$ cat src/design/lrsr_pkg.sv
// lrsr_pkg: shared types and constants for the load request slot ring
// command codes, slot status codes, field widths and the result record
// no dependencies
package lrsr_pkg;

  localparam int unsigned SLOTS_DEF = 32;

  localparam int unsigned CMD_W   = 2;
  localparam int unsigned ID_W    = 5;
  localparam int unsigned BUSY_W  = 32;
  localparam int unsigned GSLOT_W = 5;
  localparam int unsigned PCNT_W  = 6;
  localparam int unsigned ST_W    = 2;

  typedef enum logic [CMD_W-1:0] {
    CMD_ALLOC = 2'd0,
    CMD_QUERY = 2'd1,
    CMD_QALL  = 2'd2,
    CMD_RENEW = 2'd3
  } cmd_t;

  localparam logic [ST_W-1:0] ST_DONE   = 2'd0;
  localparam logic [ST_W-1:0] ST_ISSUED = 2'd1;
  localparam logic [ST_W-1:0] ST_FLIGHT = 2'd2;

  typedef struct packed {
    logic               granted;
    logic [GSLOT_W-1:0] granted_slot;
    logic               finished;
    logic               any_pending;
    logic [PCNT_W-1:0]  pending_count;
  } res_t;

  typedef struct packed {
    logic rd_en;
    logic wr_en;
  } mem_ctl_t;

endpackage

$ cat src/design/lrsr_if.sv
// lrsr_if: request and response channel interfaces of the slot ring
// valid/ready handshake with payload, depends on lrsr_pkg
interface lrsr_req_if;
  logic                           valid;
  logic                           ready;
  lrsr_pkg::cmd_t                 cmd;
  logic [lrsr_pkg::ID_W-1:0]      slot_id;
  logic [lrsr_pkg::BUSY_W-1:0]    busy_mask;

  modport source(output valid, cmd, slot_id, busy_mask, input ready);
  modport sink(input valid, cmd, slot_id, busy_mask, output ready);
endinterface

interface lrsr_rsp_if;
  logic                           valid;
  logic                           ready;
  logic                           granted;
  logic [lrsr_pkg::GSLOT_W-1:0]   granted_slot;
  logic                           finished;
  logic                           any_pending;
  logic [lrsr_pkg::PCNT_W-1:0]    pending_count;

  modport source(output valid, granted, granted_slot, finished, any_pending, pending_count,
                 input ready);
  modport sink(input valid, granted, granted_slot, finished, any_pending, pending_count,
               output ready);
endinterface

$ cat src/design/load_request_slot_ring.sv
// channel  dir  payload                                                  handshake
// req      in   cmd, slot_id, busy_mask                                  valid/ready
// rsp      out  granted, granted_slot, finished, any_pending, pending_count valid/ready
//
// allocate and early-answered queries: accepted, S_EXEC, S_DONE, then a loaded result
// a query that retires slots adds S_QCHK and S_WALK over up to SLOTS slots
// renew sweeps in S_RENEW: one status memory port pair visits one slot per cycle
// rst is synchronous; slot status valid bits clear at once, no clearing pass
// one transaction in work at a time; while rsp stalls one more req is taken, then held
module load_request_slot_ring #(
  parameter int unsigned SLOTS = lrsr_pkg::SLOTS_DEF
) (
  input logic        clk,
  input logic        rst,
  lrsr_req_if.sink   req,
  lrsr_rsp_if.source rsp
);

  localparam int unsigned AW = $clog2(SLOTS);

  lrsr_pkg::mem_ctl_t        mem_ctl;
  logic [AW-1:0]             rd_addr;
  logic [AW-1:0]             wr_addr;
  logic [lrsr_pkg::ST_W-1:0] wr_st;
  logic [lrsr_pkg::ST_W-1:0] rd_st;
  logic                      out_free;
  logic                      out_load;
  lrsr_pkg::res_t            res;

  lrsr_ctrl #(.SLOTS(SLOTS)) u_ctrl (
    .clk      (clk),
    .rst      (rst),
    .req      (req),
    .out_free (out_free),
    .out_load (out_load),
    .res      (res),
    .mem_ctl  (mem_ctl),
    .rd_addr  (rd_addr),
    .wr_addr  (wr_addr),
    .wr_st    (wr_st),
    .rd_st    (rd_st)
  );

  lrsr_status_mem #(.SLOTS(SLOTS)) u_status_mem (
    .clk     (clk),
    .rst     (rst),
    .ctl     (mem_ctl),
    .rd_addr (rd_addr),
    .wr_addr (wr_addr),
    .wr_st   (wr_st),
    .rd_st   (rd_st)
  );

  lrsr_out_reg u_out_reg (
    .clk  (clk),
    .rst  (rst),
    .load (out_load),
    .res  (res),
    .free (out_free),
    .rsp  (rsp)
  );

endmodule

$ cat src/design/lrsr_status_mem.sv
// lrsr_status_mem: slot status memory with per-slot valid bits
// one read and one write port, registered read data, depends on lrsr_pkg
module lrsr_status_mem #(
  parameter int unsigned SLOTS = lrsr_pkg::SLOTS_DEF
) (
  input  logic                      clk,
  input  logic                      rst,
  input  lrsr_pkg::mem_ctl_t        ctl,
  input  logic [$clog2(SLOTS)-1:0]  rd_addr,
  input  logic [$clog2(SLOTS)-1:0]  wr_addr,
  input  logic [lrsr_pkg::ST_W-1:0] wr_st,
  output logic [lrsr_pkg::ST_W-1:0] rd_st
);

  logic [lrsr_pkg::ST_W-1:0] mem [SLOTS];
  logic [SLOTS-1:0]          vld;
  logic [lrsr_pkg::ST_W-1:0] rd_q;
  logic                      rd_vld_q;

  // done is kept as a cleared valid bit, so reset needs no sweep
  always_ff @(posedge clk) begin
    if (ctl.wr_en && wr_st != lrsr_pkg::ST_DONE) begin
      mem[wr_addr] <= wr_st;
    end
    if (ctl.rd_en) begin
      rd_q <= mem[rd_addr];
    end
  end

  always_ff @(posedge clk) begin
    if (rst) begin
      vld      <= '0;
      rd_vld_q <= 1'b0;
    end else begin
      if (ctl.wr_en) begin
        vld[wr_addr] <= (wr_st != lrsr_pkg::ST_DONE);
      end
      if (ctl.rd_en) begin
        rd_vld_q <= vld[rd_addr];
      end
    end
  end

  assign rd_st = rd_vld_q ? rd_q : lrsr_pkg::ST_DONE;

  a_no_rw_clash: assert property (@(posedge clk) disable iff (rst)
    ctl.rd_en && ctl.wr_en |-> rd_addr != wr_addr)
    else $error("status read and write hit the same slot");

endmodule

$ cat src/design/lrsr_out_reg.sv
// lrsr_out_reg: response output register
// holds one result transaction until taken, depends on lrsr_pkg and lrsr_if
module lrsr_out_reg (
  input  logic               clk,
  input  logic               rst,
  input  logic               load,
  input  lrsr_pkg::res_t     res,
  output logic               free,
  lrsr_rsp_if.source         rsp
);

  lrsr_pkg::res_t data_q;
  logic           valid;

  always_ff @(posedge clk) begin
    if (rst) begin
      valid <= 1'b0;
    end else if (load) begin
      valid <= 1'b1;
    end else if (rsp.ready) begin
      valid <= 1'b0;
    end
  end

  always_ff @(posedge clk) begin
    if (load) begin
      data_q <= res;
    end
  end

  assign free              = !valid || rsp.ready;
  assign rsp.valid         = valid;
  assign rsp.granted       = data_q.granted;
  assign rsp.granted_slot  = data_q.granted_slot;
  assign rsp.finished      = data_q.finished;
  assign rsp.any_pending   = data_q.any_pending;
  assign rsp.pending_count = data_q.pending_count;

endmodule

$ cat src/design/lrsr_ctrl.sv
// lrsr_ctrl: command sequencer, ring pointers, retire walk and renew sweep
// drives the status memory one slot per cycle, depends on lrsr_pkg and lrsr_if
module lrsr_ctrl #(
  parameter int unsigned SLOTS = lrsr_pkg::SLOTS_DEF
) (
  input  logic                      clk,
  input  logic                      rst,
  lrsr_req_if.sink                  req,
  input  logic                      out_free,
  output logic                      out_load,
  output lrsr_pkg::res_t            res,
  output lrsr_pkg::mem_ctl_t        mem_ctl,
  output logic [$clog2(SLOTS)-1:0]  rd_addr,
  output logic [$clog2(SLOTS)-1:0]  wr_addr,
  output logic [lrsr_pkg::ST_W-1:0] wr_st,
  input  logic [lrsr_pkg::ST_W-1:0] rd_st
);

  localparam int unsigned AW    = $clog2(SLOTS);
  localparam int unsigned CW    = $clog2(SLOTS + 1);
  localparam int unsigned SUMW  = CW + 1;
  localparam int unsigned IXW   = ((AW > lrsr_pkg::ID_W) ? AW : lrsr_pkg::ID_W) + 1;
  localparam int unsigned BIX_W = $clog2(lrsr_pkg::BUSY_W);
  localparam logic [AW-1:0] LAST = AW'(SLOTS - 1);

  typedef enum logic [2:0] {
    S_IDLE,
    S_EXEC,
    S_QCHK,
    S_WALK,
    S_RENEW,
    S_DONE
  } state_t;

  state_t                        state;
  lrsr_pkg::cmd_t                cmd_q;
  logic [lrsr_pkg::ID_W-1:0]     slot_q;
  logic [lrsr_pkg::BUSY_W-1:0]   busy_q;
  logic [AW-1:0]                 head;
  logic [AW-1:0]                 tail;
  logic [CW-1:0]                 pend;
  logic [AW-1:0]                 tgt;
  logic [CW-1:0]                 cnt;
  logic [AW:0]                   sw;
  logic                          granted;
  logic [AW-1:0]                 gslot;
  logic                          fin;

  logic [SUMW-1:0] qall_sum;
  logic [AW-1:0]   qall_tgt;
  logic [IXW-1:0]  q_ix;
  logic [AW-1:0]   q_addr;
  logic            q_in_range;
  logic            q_free;
  logic            q_go;
  logic            q_fin;
  logic            alloc_ok;
  logic [AW-1:0]   rn_ix;
  logic [IXW-1:0]  rn_bx;
  logic            rn_busy;

  function automatic logic [AW-1:0] ptr_inc(input logic [AW-1:0] p);
    ptr_inc = (p == LAST) ? '0 : AW'(p + 1'b1);
  endfunction

  // target of query-all is the newest pending slot
  always_comb begin
    qall_sum   = SUMW'(head) + SUMW'(pend) - SUMW'(1);
    qall_tgt   = (qall_sum >= SUMW'(SLOTS)) ? AW'(qall_sum - SUMW'(SLOTS)) : AW'(qall_sum);
    q_ix       = (cmd_q == lrsr_pkg::CMD_QALL) ? IXW'(qall_tgt) : IXW'(slot_q);
    q_addr     = q_ix[AW-1:0];
    q_in_range = (q_ix < IXW'(SLOTS));
    // free region test does not see a wrapped free region
    q_free     = (q_addr >= tail) && (q_addr < head);
    q_go       = q_in_range && !q_free && (pend != '0);
    q_fin      = (pend == '0) && (cmd_q == lrsr_pkg::CMD_QALL || (q_in_range && !q_free));
    alloc_ok   = (pend < CW'(SLOTS));
    rn_ix      = AW'(sw - 1'b1);
    rn_bx      = IXW'(rn_ix);
    rn_busy    = (rn_bx < IXW'(lrsr_pkg::BUSY_W)) && busy_q[rn_bx[BIX_W-1:0]];
  end

  always_comb begin
    mem_ctl = '0;
    rd_addr = '0;
    wr_addr = '0;
    wr_st   = lrsr_pkg::ST_DONE;
    unique case (state)
      S_EXEC: begin
        if (cmd_q == lrsr_pkg::CMD_ALLOC) begin
          if (alloc_ok) begin
            mem_ctl.wr_en = 1'b1;
            wr_addr       = tail;
            wr_st         = lrsr_pkg::ST_ISSUED;
          end
        end else if (cmd_q == lrsr_pkg::CMD_QUERY || cmd_q == lrsr_pkg::CMD_QALL) begin
          if (q_go) begin
            mem_ctl.rd_en = 1'b1;
            rd_addr       = q_addr;
          end
        end
      end
      S_WALK: begin
        mem_ctl.wr_en = 1'b1;
        wr_addr       = head;
        wr_st         = lrsr_pkg::ST_DONE;
      end
      S_RENEW: begin
        // read slot sw while updating slot sw-1
        if (sw < (AW+1)'(SLOTS)) begin
          mem_ctl.rd_en = 1'b1;
          rd_addr       = sw[AW-1:0];
        end
        if (sw != '0) begin
          wr_addr = rn_ix;
          if (rd_st == lrsr_pkg::ST_ISSUED) begin
            mem_ctl.wr_en = 1'b1;
            wr_st         = lrsr_pkg::ST_FLIGHT;
          end else if (rd_st == lrsr_pkg::ST_FLIGHT && !rn_busy) begin
            mem_ctl.wr_en = 1'b1;
            wr_st         = lrsr_pkg::ST_DONE;
          end
        end
      end
      default: begin
      end
    endcase
  end

  assign req.ready = (state == S_IDLE);
  assign out_load  = (state == S_DONE) && out_free;

  always_comb begin
    res.granted       = granted;
    res.granted_slot  = lrsr_pkg::GSLOT_W'(gslot);
    res.finished      = fin;
    res.any_pending   = (pend != '0);
    res.pending_count = lrsr_pkg::PCNT_W'(pend);
  end

  always_ff @(posedge clk) begin
    if (rst) begin
      state   <= S_IDLE;
      head    <= '0;
      tail    <= '0;
      pend    <= '0;
      granted <= 1'b0;
      gslot   <= '0;
      fin     <= 1'b0;
      cnt     <= '0;
      sw      <= '0;
    end else begin
      unique case (state)
        S_IDLE: begin
          if (req.valid) begin
            cmd_q   <= req.cmd;
            slot_q  <= req.slot_id;
            busy_q  <= req.busy_mask;
            granted <= 1'b0;
            gslot   <= '0;
            fin     <= 1'b0;
            state   <= S_EXEC;
          end
        end
        S_EXEC: begin
          unique case (cmd_q)
            lrsr_pkg::CMD_ALLOC: begin
              if (alloc_ok) begin
                granted <= 1'b1;
                gslot   <= tail;
                tail    <= ptr_inc(tail);
                pend    <= CW'(pend + 1'b1);
              end
              state <= S_DONE;
            end
            lrsr_pkg::CMD_QUERY, lrsr_pkg::CMD_QALL: begin
              if (q_go) begin
                tgt   <= q_addr;
                state <= S_QCHK;
              end else begin
                fin   <= q_fin;
                state <= S_DONE;
              end
            end
            lrsr_pkg::CMD_RENEW: begin
              sw    <= '0;
              state <= S_RENEW;
            end
            default: begin
              state <= S_DONE;
            end
          endcase
        end
        S_QCHK: begin
          if (rd_st != lrsr_pkg::ST_DONE) begin
            state <= S_DONE;
          end else begin
            cnt   <= '0;
            state <= S_WALK;
          end
        end
        S_WALK: begin
          head <= ptr_inc(head);
          if (head == tgt) begin
            pend  <= CW'(pend - CW'(cnt + 1'b1));
            fin   <= 1'b1;
            state <= S_DONE;
          end else if (CW'(cnt + 1'b1) == pend) begin
            // walk covered every pending slot without meeting the target
            fin   <= 1'b1;
            state <= S_DONE;
          end else begin
            cnt <= CW'(cnt + 1'b1);
          end
        end
        S_RENEW: begin
          if (sw == (AW+1)'(SLOTS)) begin
            state <= S_DONE;
          end else begin
            sw <= (AW+1)'(sw + 1'b1);
          end
        end
        S_DONE: begin
          if (out_free) begin
            state <= S_IDLE;
          end
        end
        default: begin
          state <= S_IDLE;
        end
      endcase
    end
  end

  a_pend_bound: assert property (@(posedge clk) disable iff (rst)
    pend <= CW'(SLOTS))
    else $error("pending count beyond ring size");

  a_alloc_count: assert property (@(posedge clk) disable iff (rst)
    state == S_EXEC && cmd_q == lrsr_pkg::CMD_ALLOC && alloc_ok |=>
      pend == CW'($past(pend) + 1'b1) && granted)
    else $error("allocate did not take a slot");

  a_walk_head: assert property (@(posedge clk) disable iff (rst)
    state == S_WALK |=>
      (head == AW'($past(head) + 1'b1)) || ($past(head) == LAST && head == '0))
    else $error("retire walk did not advance head");

endmodule

$ cat src/flat_wrapper.sv
// flat-port wrapper written by rule: the top's interface ports become plain ports
module load_request_slot_ring_flat 
#(
  parameter int unsigned SLOTS = lrsr_pkg::SLOTS_DEF
)
  (clk, rst, req_valid, req_cmd, req_slot_id, req_busy_mask, req_ready, rsp_valid, rsp_granted, rsp_granted_slot, rsp_finished, rsp_any_pending, rsp_pending_count, rsp_ready);
  lrsr_req_if req_i ();
  lrsr_rsp_if rsp_i ();
  input logic clk;
  input logic rst;
  input wire logic [$bits(req_i.valid)-1:0] req_valid;
  input wire logic [$bits(req_i.cmd)-1:0] req_cmd;
  input wire logic [$bits(req_i.slot_id)-1:0] req_slot_id;
  input wire logic [$bits(req_i.busy_mask)-1:0] req_busy_mask;
  output wire logic [$bits(req_i.ready)-1:0] req_ready;
  output wire logic [$bits(rsp_i.valid)-1:0] rsp_valid;
  output wire logic [$bits(rsp_i.granted)-1:0] rsp_granted;
  output wire logic [$bits(rsp_i.granted_slot)-1:0] rsp_granted_slot;
  output wire logic [$bits(rsp_i.finished)-1:0] rsp_finished;
  output wire logic [$bits(rsp_i.any_pending)-1:0] rsp_any_pending;
  output wire logic [$bits(rsp_i.pending_count)-1:0] rsp_pending_count;
  input wire logic [$bits(rsp_i.ready)-1:0] rsp_ready;
  assign req_i.valid = req_valid;
  assign req_i.cmd = req_cmd;
  assign req_i.slot_id = req_slot_id;
  assign req_i.busy_mask = req_busy_mask;
  assign req_ready = req_i.ready;
  assign rsp_valid = rsp_i.valid;
  assign rsp_granted = rsp_i.granted;
  assign rsp_granted_slot = rsp_i.granted_slot;
  assign rsp_finished = rsp_i.finished;
  assign rsp_any_pending = rsp_i.any_pending;
  assign rsp_pending_count = rsp_i.pending_count;
  assign rsp_i.ready = rsp_ready;
  load_request_slot_ring #(.SLOTS(SLOTS)) u_core (.clk(clk), .rst(rst), .req(req_i), .rsp(rsp_i));
endmodule
$ cat config.mk
export PLATFORM = sky130hd
export DESIGN_NAME = load_request_slot_ring_flat
export DESIGN_NICKNAME = d
export VERILOG_FILES = /design/src/design/lrsr_pkg.sv /design/src/design/lrsr_if.sv /design/src/design/load_request_slot_ring.sv /design/src/design/lrsr_status_mem.sv /design/src/design/lrsr_out_reg.sv /design/src/design/lrsr_ctrl.sv /design/src/flat_wrapper.sv
export SDC_FILE = /design/constraint.sdc
export NUM_CORES = 1
export LEC_CHECK = 0
export BUFFER_PORTS_ARGS = -buffer_cell sky130_fd_sc_hd__buf_4
export CORE_MARGIN = 4
export CORE_UTILIZATION = 60
export CTS_BUF_LIST = sky130_fd_sc_hd__clkbuf_2 sky130_fd_sc_hd__clkbuf_4 sky130_fd_sc_hd__clkbuf_8
export DETAILED_ROUTE_END_ITERATION = 8
export PLACE_DENSITY = 0.79
export SLEW_MARGIN = 20
export SYNTH_ARGS = -nofsm -noshare
export SYNTH_HDL_FRONTEND = slang
export SYNTH_SLANG_ARGS = --single-unit
$ cat constraint.sdc
create_clock -name clk -period 5.6 [get_ports clk]
set_input_delay 0 -clock clk [delete_from_list [all_inputs] [get_ports clk]]
set_output_delay 0 -clock clk [all_outputs]
set_load 0.02 [all_outputs]
After elaboration in Yosys (flattened, before gate mapping)
Memories as Yosys holds them, arrays and structs flattened. A register that Yosys moved wholly into a read port is not among the register bits. Index checks and enable logic that the tools add are counted. Widths: inputs -> output; s select.

Memories kept: 1. Register bits: 130. Word-level logic and storage cells: 183. Memory bits (writable): 64. Output and inout bits: 16.

Equality and inequality tests: 29. $add $sub $neg: 10. Reduce and logical (&&, ||, !) cells: 37. Mux-type cells: 74. Order comparisons: 10. Bitwise logic cells: 1.

Memories: u_core.u_status_mem.mem (words 32, bits a word 2, read ports 1, clocked after memory_dff 1, wr ports 1, RTL line lrsr_status_mem.sv:15) `logic [lrsr_pkg::ST_W-1:0] mem [SLOTS];`.

Operator list (count): $mux 5 (14); $mux 6 (8); $pmux 6 s2 (3); $bwmux 32 (1); $lt 5x6->1 const B (4); $mux 1 (24); $ne 2x2->1 const B (11); $mux 3 (7); $pmux 5 s2 (2); $reduce_and 4->1 (5); $add 6x1->6 const B (3); $pmux 3 s6 (1); $pmux 5 s3 (1); $reduce_bool 2->1 (7); $lt 6x6->1 const B (2); $reduce_bool 6->1 (2); $add 5x1->5 const B (2); $bmux 1 s5 (2); $eq 5x5->1 const B (2); $sub 5x1->5 const B (2); $pmux 3 s3 (1); $reduce_and 3->1 (3); $logic_and 1x1->1 (8); $mux 2 (4); 30 further kinds (42).

Logic depth before layout (Yosys ltp)
Gate-level depths: netlist of run 1.

Depth after elaboration: 16. Gate-level depth with buffers: 21. Mapped depth without buffers: 18.

Hierarchy
Synthesis of run 1 repeated with hierarchy kept, for this count alone.

Cell total of the unflattened synthesis: 808. Area total of the unflattened synthesis: 9425.3 um2.

By module, submodules not included: lrsr_ctrl (area each 4688.2 um2, instances 1, cells each 461); lrsr_status_mem (area each 4270.3 um2, instances 1, cells each 329); lrsr_out_reg (area each 466.7 um2, instances 1, cells each 18).

Worst setup path after synthesis of run 1
No wires, ideal clock.

Path kind: register -> register. Start point: register u_core.u_ctrl.head[2]. End point: register u_core.u_status_mem.rd_q[0] (netlist name), read port of u_core.u_status_mem.mem, data pin. Setup time: 258 ps. Path slack: 957 ps. Data arrival time: 4385 ps. Cell stages (with the launch flop): 19. Cells stage by stage: dfxtp_1 > clkbuf_1 > inv_1 > ha_1 > inv_1 > ha_1 > a21o_1 > a21oi_1 > xor2_1 > mux2_2 > ha_1 > nand3_1 > o31ai_1 > nor2_1 > o21ai_1 > mux2_2 > o211ai_1 > a31oi_1 > o221a_2.

Longest elaborated chain between the ends: 14. Elaborated cells between the ends (all ways): 21. Classes of those cells: add/sub: 3; order compare: 4; mux: 10; reduce/logical: 4.

Ends and longest elaborated chain: from (decl) (RTL line lrsr_ctrl.sv:39) `logic [AW-1:0] head;`; from (signal assigned) (RTL line lrsr_ctrl.sv:203) `head <= ptr_inc(head);`; $add 5x6->7 * (RTL line lrsr_ctrl.sv:68) `qall_sum = SUMW'(head) + SUMW'(pend) - SUMW'(1);`; $sub 7x1->7 * (RTL line lrsr_ctrl.sv:68); $ge 7x6->1 or $sub 5x1->5 (tied branches) (RTL line lrsr_ctrl.sv:69) `qall_tgt = (qall_sum >= SUMW'(SLOTS)) ? AW'(qall_sum - SUMW'(SLOTS)) : AW'(qall_sum);`; $mux 5 * (RTL line lrsr_ctrl.sv:69); $mux 5 * (RTL line lrsr_ctrl.sv:70) `q_ix = (cmd_q == lrsr_pkg::CMD_QALL) ? IXW'(qall_tgt) : IXW'(slot_q);`; net u_core.u_ctrl.q_ix[4] (RTL line lrsr_ctrl.sv:51) `logic [IXW-1:0] q_ix;`; $ge 5x5->1 or $lt 5x5->1 (tied branches) (RTL line lrsr_ctrl.sv:74) `q_free = (q_addr >= tail) && (q_addr < head);`; $logic_and 1x1->1 (RTL line lrsr_ctrl.sv:74); $logic_not 1->1 (RTL line lrsr_ctrl.sv:75) `q_go = q_in_range && !q_free && (pend != '0);`; $logic_and 1x1->1 (2 in a row) (RTL line lrsr_ctrl.sv:75); $mux 5 or $mux 1 (tied branches) (RTL line lrsr_ctrl.sv:97) `if (q_go) begin`; $mux 5 or $mux 1 (tied branches) (RTL line lrsr_ctrl.sv:96) `end else if (cmd_q == lrsr_pkg::CMD_QUERY || cmd_q == lrsr_pkg::CMD_QALL) begin`; $mux 5 or $mux 1 (tied branches) (RTL line lrsr_ctrl.sv:90) `if (cmd_q == lrsr_pkg::CMD_ALLOC) begin`; $pmux 5 s2 or $pmux 1 s2 (tied branches) (RTL line lrsr_ctrl.sv:88) `unique case (state)`; to (decl) (RTL line lrsr_status_mem.sv:17) `logic [lrsr_pkg::ST_W-1:0] rd_q;`.

Mark *: on every way through the listed nets, which the timed path passes. The rest lies on a longest branch. A chain may end at the register's enable or synchronous reset.

Final worst setup path of run 1
Start point: register u_core.u_ctrl.pend[1]. End point: register u_core.u_status_mem.rd_q[0] (netlist name), read port of u_core.u_status_mem.mem, data pin.

Longest elaborated chain between the ends: 14. Elaborated cells between the ends (all ways): 22. Classes of those cells: add/sub: 3; order compare: 4; mux: 10; reduce/logical: 5.

Ends and longest elaborated chain: from (decl) (RTL line lrsr_ctrl.sv:41) `logic [CW-1:0] pend;`; from (signal assigned) (RTL line lrsr_ctrl.sv:172) `pend <= CW'(pend + 1'b1);`; from (signal assigned) (RTL line lrsr_ctrl.sv:205) `pend <= CW'(pend - CW'(cnt + 1'b1));`; $add 5x6->7 * (RTL line lrsr_ctrl.sv:68); $sub 7x1->7 * (RTL line lrsr_ctrl.sv:68); $ge 7x6->1 or $sub 5x1->5 (tied branches) (RTL line lrsr_ctrl.sv:69); $mux 5 * (RTL line lrsr_ctrl.sv:69); $mux 5 * (RTL line lrsr_ctrl.sv:70); net u_core.u_ctrl.q_ix[3] (RTL line lrsr_ctrl.sv:51); $ge 5x5->1 or $lt 5x5->1 (tied branches) (RTL line lrsr_ctrl.sv:74); $logic_and 1x1->1 (RTL line lrsr_ctrl.sv:74); $logic_not 1->1 (RTL line lrsr_ctrl.sv:75); $logic_and 1x1->1 (2 in a row) (RTL line lrsr_ctrl.sv:75); $mux 5 or $mux 1 (tied branches) (RTL line lrsr_ctrl.sv:97); $mux 5 or $mux 1 (tied branches) (RTL line lrsr_ctrl.sv:96); $mux 5 or $mux 1 (tied branches) (RTL line lrsr_ctrl.sv:90); $pmux 5 s2 or $pmux 1 s2 (tied branches) (RTL line lrsr_ctrl.sv:88).

Marked as above.

==> results of run 1 <==
## worst paths after layout
path	from	to	slack, ps	depth (start not counted)
worst max register to register	u_core.u_ctrl.pend[1]$_SDFFE_PP0P_	u_core.u_status_mem.rd_q[0]$_DFFE_PP_	520	18
worst max-delay path	u_core.u_ctrl.pend[1]$_SDFFE_PP0P_	u_core.u_status_mem.rd_q[0]$_DFFE_PP_	520	18
worst min-delay path	req_valid	u_core.u_ctrl.fin$_SDFFE_PP0P_	30	4
worst min register to register	u_core.u_ctrl.granted$_SDFFE_PP0P_	u_core.u_out_reg.rsp.granted$_DFFE_PP_	440	0
## kinds of logic (layout without fill, tap and decap cells)
group	after synthesis	in the layout
XOR/XNOR	24	24
multiplexers	60	60
flip-flops	196	196
adder cells (fa/ha/maj)	36	36
AO/OA/AOI/OAI	199	199
AND/OR/NAND/NOR	277	277
buffers and inverters	113	202
## report_power, final
group | total [W] | internal [W] | leakage, nW | switching [W]
Combinational | 0.000667 | 0.000273 | 2.13 | 0.000394
Clock | 0.000896 | 0.000370 | 0.191 | 0.000526
Sequential | 0.00168 | 0.00163 | 1.65 | 0.0000564
## flip-flops by register name (all words and copies together) (netlist names), 3 cells and up
| name | count |
|---|---|
| u_core.u_ctrl.slot_q | 5 |
| u_core.u_ctrl.head | 5 |
| u_core.u_ctrl.tail | 5 |
| u_core.u_ctrl.gslot | 5 |
| u_core.u_ctrl.busy_q | 32 |
| u_core.u_ctrl.state | 3 |
| u_core.u_ctrl.cnt | 6 |
| u_core.u_ctrl.pend | 6 |
| u_core.u_ctrl.sw | 6 |
| u_core.u_ctrl.tgt | 5 |
| u_core.u_status_mem.vld | 32 |
| u_core.u_out_reg.rsp.granted_slot | 5 |
| u_core.u_status_mem.mem | 64 |
| u_core.u_out_reg.rsp.pending_count | 6 |
## worst reg2reg max path, delay by kind of cell (launching register included)
kind | cells | cell delay (ps)
XOR/XNOR | 1 | 150
buffers and inverters | 3 | 260
flip-flops | 1 | 490
AO/OA/AOI/OAI | 9 | 2490
multiplexers | 1 | 310
adder cells (fa/ha/maj) | 4 | 1150
## placed cells by master, fill, tap and decap left out, types with 5 or more instances in the layout
cell type	instances
o21a_1	14
xnor2_1	9
dlygate4sd3_1	40
nand2_1	73
a211oi_1	20
or3_1	6
buf_4	70
mux2_2	10
mux4_2	14
a21o_1	10
nor4_1	5
and3_1	5
inv_6	7
a31oi_1	8
a311oi_1	8
ha_1	34
nand2b_1	5
o211ai_1	14
xor2_1	15
o21ai_0	32
a22oi_1	6
edfxtp_1	124
mux2i_1	36
nand4_1	13
dfxtp_1	72
a21oi_1	51
inv_1	60
clkbuf_8	17
nor2_1	111
nand3_1	19
nor3_1	13
## cell type report
type,instances,area [sq um],area share (%)
sequential,196,5160,46.8
multi-input combinational,596,4080,36.9
timing repair buffer,110,926,8.38
tap,216,270,2.45
clock buffer,18,241,2.19
inverter,60,225,2.04
clock inverter,14,140,1.27
## per-layer routing
metal  track usage [%]  wire [um]  up-vias
met5                 0          0        -
met4              8.73        393        0
met3              4.43       1790       32
met2              43.0      11200      359
met1              36.7       9820     3422
li1                  -          -     3464
## stage by stage
step / cells / power, W / util (%)
floorplan: 905 / 0.00215 / -
global placement: 1138 / 0.00233 / 64.8
detailed placement: 1138 / 0.00234 / 64.8
CTS: 1210 / 0.00324 / 69.8
global route: 1210 / 0.00339 / 69.8
finish: 1210 / 0.00325 / 69.8
==> key figures, run 1 <==
Run status
  • Status: completed

Placement
  • Port buffer count: 58
  • Final GP Congestion: 0.920
  • Pre-CTS WS: 600 ps
  • DP Area: 10,300 sq um
  • Detail Placement HPWL: between 15 and 20 mm

Critical path
  • Critical path's largest stage delay: between 600 and 700 ps
  • Maximum fanout along the worst path: 18
  • Crit-path cells: inv_1 -> ha_1 -> inv_1 -> ha_1 -> inv_1 -> fa_1 -> xnor2_1 -> mux2_2 -> ha_1 -> a21o_1 -> a21oi_1 -> o31ai_1 -> o21ai_0 -> o21a_1 -> o211ai_1 -> o211ai_1 -> a31oi_1 -> o221a_2
  • Nature of the critical path startpoint: flop
  • Critical path type: reg -> reg
  • Top delay family on crit path: compound AO/OA/AOI/OAI gates
  • Slowest CP cell: o21a_1
  • Crit path arrival time: roughly 5300 ps
  • Worst Path Buf+Inv: 3
  • Worst path required time: 5840 ps
  • CP endpoint kind: flop

CTS
  • Sink Count: about 200
  • CTS buffer count: 17
  • Root Buffer: clkbuf_8
  • Reg clk slew, reported paths: 100 ps
  • CTS Hold Bufs: 40
  • CTS tree: yes
  • Worst-Skew Late Latency: roughly 490 ps
  • Post-CTS setup buffer count: 0
  • Clk buf depth: 2
  • Post-CTS sizing: 0
  • CTS H-tree depth: 4

STA
  • Measured slew at the worst slew-check pin: about 900 ps
  • Fmax: 0.197 GHz
  • Final Hold Viols: 0
  • RSZ-0062 raised after global routing: no
  • Finish-stage setup viols: 0
  • Hold WS: around 28 ps
  • Worst rel slew slack: between 30% and 40%
  • Final min period: 5080 ps
  • Clock skew: ~17 ps
  • Slew Limit Fails: 0
  • Total negative slack: 0 ps
  • Final Cycle Share: between 90% and 100%
  • Final worst setup slack: 522 ps

Synthesis
  • Synth Area in Adders: slightly below 5%
  • Synth Register Bits: 196
  • Count leader, synth: edfxtp_1
  • Post-Syn Nets: 984
  • Synth Area in Compound Gates: a little over an eighth
  • Post-Syn Area: 9690 sq um
  • Combinational family with the most area after synthesis: compound AO/OA/AOI/OAI gates
  • Synth cell count leaders: 124 x edfxtp_1, 111 x nor2_1, 73 x nand2_1
  • Synthesized instance count: 905
  • Mux contribution to synthesized area: 8.14%
  • Synth Flop Type: edfxtp_1
  • Asr flop ratio synth: 0%
  • Sequential area share after synthesis: 53.3%
  • Synth Area in Simple Gates: a little over an eighth
  • Post-synth top area share: 38.4%
  • Largest cells by area after synthesis: edfxtp_1 38%, dfxtp_1 15%, ha_1 4.4%
  • Post-synth cell types: 65
  • Dominant cell type by area after synthesis: edfxtp_1
  • Syn Area/Cell: 10.7 sq um
  • Synthesis Warnings: 0
  • EDFF count, synth: ~120
  • Synth Area in XOR/XNOR: 2.17%

Routing
  • Vias: about 7,300
  • Routed WL: 23.2 mm
  • TritonRoute pass-1 iters: 5
  • Routed vias/inst: ~6.0
  • Drt drc: 0
  • DR WL/cell: 19.2 um
  • DRT iter0 DRCs: 779
  • Detail Route Antenna Nets: 0

Power
  • Leak: 3.97 nW
  • Max IR drop VDD: between 150 and 200 uV
  • Power per standard cell area: 294 nW/um^2

Floorplanning
  • Initial Util: 61.2%
  • Die ar.: between 15,000 and 20,000 sq um
  • Die Ht: 135 um
  • Core Area: 15,800 sq um
  • Die X: 135 um
  • Row cnt: 46
  • # IOs: 59

Finish
  • Final #Nets: 1,060
  • Final Cell Area: 11,000 sq um
  • ANT cells: 0
  • Fillcell total: ~1,100
  • Area delta synth->final: 14.0%
  • Layout cells sized above 1: 13.7%

Hold path
  • Type of the tightest min-delay check: in -> reg

Run
  • MaxCap Viol Count: 0

Global routing
  • GRT Overall Usage: between 20% and 30%
  • Initial antenna violation count: 0
  • Largest net degree at the start of global routing: 71
  • Vias in the first global route: 7,037
  • First-pass GRT wire length: 37.4 mm
  • Remaining Overflow, GRT: 0
Power figures use the tool's default switching activity.
==> run 2, diff against run 1 <==
Settings changed: CELL_PAD_IN_SITES_DETAIL_PLACEMENT set to 1, CELL_PAD_IN_SITES_GLOBAL_PLACEMENT set to 2, CORE_UTILIZATION 60 to 42, PLACE_DENSITY 0.79 to not set, PLACE_DENSITY_LB_ADDON set to 0.1.
==> run 2 against run 1 <==
  * Via count is 1.1% higher
  * Sequential share of layout area decreased by 0.42 points
  * Critical path type unchanged
  * Routed wire length grew 22%
  * Critical endpoint is now u_core.u_status_mem.rd_q[1]$_DFFE_PP_
  * Power increased by 0.78%
  * Worst hold slack better by 57 ps
  * Setup slack worse by 110 ps
  * Clock skew rose by 6.0 ps
  * Clock power fell by 0.4%
  * Fmax fell by 2.1%
  * Critical path depth unchanged
  * Cell count rose by 6.0%
==> key figures, run 2 (synthesis results as in run 1) <==
Critical path
  • Top delay family on crit path: compound AO/OA/AOI/OAI gates
  • Worst path required time: roughly 5800 ps
  • Critical path's largest stage delay: ~730 ps
  • Nature of the critical path startpoint: flop
  • Maximum fanout along the worst path: 18
  • CP endpoint kind: flop
  • Crit-path cells: inv_1 -> ha_1 -> inv_1 -> ha_1 -> a21o_1 -> a21oi_1 -> xor2_1 -> mux2_2 -> ha_1 -> nand3_1 -> o31ai_1 -> nor2_1 -> o21ai_1 -> buf_4 -> mux2_2 -> o211ai_1 -> a31oi_1 -> o221a_2
  • Critical path type: reg -> reg
  • Slowest CP cell: o31ai_1
  • CP most frequent cell: ha_1
  • Worst Path Buf+Inv: 3
  • Crit path arrival time: 5420 ps

STA
  • Final worst setup slack: between 400 and 500 ps
  • Final min period: 5190 ps
  • Clock skew: 22.8 ps
  • Slew Limit Fails: 0
  • Finish-stage setup viols: 0
  • RSZ-0062 raised after global routing: no
  • Worst rel slew slack: 39.2%
  • Fmax: 0.193 GHz
  • Final Hold Viols: 0
  • Hold WS: 84.8 ps
  • Total negative slack: 0 ps
  • Final Cycle Share: 92.7%
  • Measured slew at the worst slew-check pin: between 900 and 1000 ps

Power
  • Switching share of total power: 31.9%
  • Seq pwr share: approximately half
  • Power per standard cell area: between 200 and 300 nW/um^2
  • Gate power share: 21.2%
  • Max IR drop VDD: 168 uV
  • Clock power frac: between 20 and 30%
  • Psw: 0.00104 W
  • Leak: 3.98 nW
  • Int Pwr: 0.00223 W

Finish
  • Fillcell total: between 2,000 and 2,500
  • Final #Nets: between 1,000 and 1,500
  • ANT cells: 0
  • Biggest regs: u_core.u_status_mem.mem x64, u_core.u_ctrl.busy_q x32, u_core.u_status_mem.vld x32
  • Most frequent cells in the layout: 124 x edfxtp_1, 111 x nor2_1, 73 x nand2_1, 72 x buf_4, 72 x dfxtp_1
  • Max reg flops: 64
  • Area delta synth->final: 15.0%
  • Most common cell after layout, fill and taps aside: edfxtp_1
  • Largest reg by FF count: u_core.u_status_mem.mem
  • Layout cells sized above 1: between 10 and 15%

CTS
  • Clk buf depth: 2
  • CTS H-tree depth: 4
  • Root Buffer: clkbuf_8
  • Worst-Skew Late Latency: between 400 and 500 ps
  • Post-CTS sizing: 0
  • CTS buffer count: 17
  • CTS tree: yes
  • Sink Count: 196
  • Reg clk slew, reported paths: 110 ps

Routing
  • DR WL/cell: between 20 and 25 um
  • TritonRoute pass-1 iters: 5
  • DRT iter0 DRCs: 574
  • Routed WL: 28.4 mm
  • Vias: 7,355
  • Routed vias/inst: ~5.7
  • Detail Route Antenna Nets: 0
  • Drt drc: 0

Global routing
  • First-pass GRT wire length: 45.0 mm
  • Initial antenna violation count: 0
  • GRT Overall Usage: between 20% and 30%
  • Largest net degree at the start of global routing: 71
  • Remaining Overflow, GRT: 0
  • Vias in the first global route: between 7,000 and 8,000

Floorplanning
  • # IOs: 59
  • Core Area: 22,600 sq um
  • Die X: 160 um
  • Row cnt: 55
  • Die Ht: between 150 and 200 um
  • Initial Util: 42.8%
  • Die ar.: 25,600 sq um

Placement
  • Pre-CTS WS: 496 ps
  • Detail Placement HPWL: 20.0 mm
  • Final GP Congestion: roughly 0.85
  • Port buffer count: 58

Run
  • MaxCap Viol Count: 0

Run status
  • Status: completed

Hold path
  • Type of the tightest min-delay check: in -> reg
==> run 2: cell count changes in the layout (fill, tap and decap cells not counted) <==
cell / delta
dlygate4sd3_1: +1
clkinvlp_2: +1
inv_6: -3
bufinv_16: -1
clkinv_8: +1
clkinv_4: +1
clkbuf_4: -1
buf_4: +2
inv_8: +2
==> run 2: worst reg2reg max path, stage by stage (launching register included) <==
cell and delay [ps]:
dfxtp_1 490, inv_1 120, ha_1 340, inv_1 60, ha_1 300, a21o_1 180, a21oi_1 160, xor2_1 90
mux2_2 330, ha_1 320, nand3_1 100, o31ai_1 730, nor2_1 260, o21ai_1 210, buf_4 280, mux2_2 380
o211ai_1 210, a31oi_1 110, o221a_2 290
==> run 2: path summary, 6_finish.rpt <==
| path | startpoint | to | slack, ps | depth (start not counted) |
|---|---|---|---|---|
| max | u_core.u_ctrl.head[2]$_SDFFE_PP0P_ | u_core.u_status_mem.rd_q[1]$_DFFE_PP_ | 410 | 18 |
| min | rst | u_core.u_status_mem.vld[17]$_SDFFE_PP0P_ | 80 | 2 |
| max reg2reg | u_core.u_ctrl.head[2]$_SDFFE_PP0P_ | u_core.u_status_mem.rd_q[1]$_DFFE_PP_ | 410 | 18 |
| min reg2reg | u_core.u_ctrl.gslot[4]$_SDFFE_PP0P_ | u_core.u_out_reg.rsp.granted_slot[4]$_DFFE_PP_ | 450 | 0 |
==> run 2: final cells by class <==
class	count	area, sq um	area share (%)
tap	285	357	3.20
multi-input combinational	596	4080	36.6
sequential	196	5160	46.4
inverter	60	225	2.02
clock buffer	17	234	2.10
clock inverter	15	136	1.22
timing repair buffer	113	951	8.53
==> run 2: repair_timing <==
action                    in CTS  in global routing
setup buffers                  0                  0
hold endpoints to repair      41                  0
hold buffers                  41                  0
==> run 2: power groups by stage <==
stage               combinational [W]  clock (W)  sequential, W
finish                       0.000692   0.000892        0.00169
global route                 0.000757   0.000976        0.00170
CTS                          0.000694   0.000916        0.00169
detailed placement           0.000668          0        0.00172
global placement             0.000650          0        0.00171
floorplan                    0.000452          0        0.00170
==> run 2: routing by layer <==
layer	wire, um	GRT usage [%]	up-vias
met5	0	0	-
met1	13100	31.0	3688
met4	389	5.16	0
li1	-	-	3467
met2	13700	37.5	176
met3	1200	3.43	24
==> run 2: metrics by stage <==
step                cell area, sq um  total power (W)  util, %  std cells
floorplan                       9690          0.00215        -        905
global placement               10400          0.00236     45.8       1209
detailed placement             10400          0.00239     45.8       1209
CTS                            11100          0.00330     49.2       1282
global route                   11100          0.00343     49.2       1282
finish                         11100          0.00327     49.2       1282
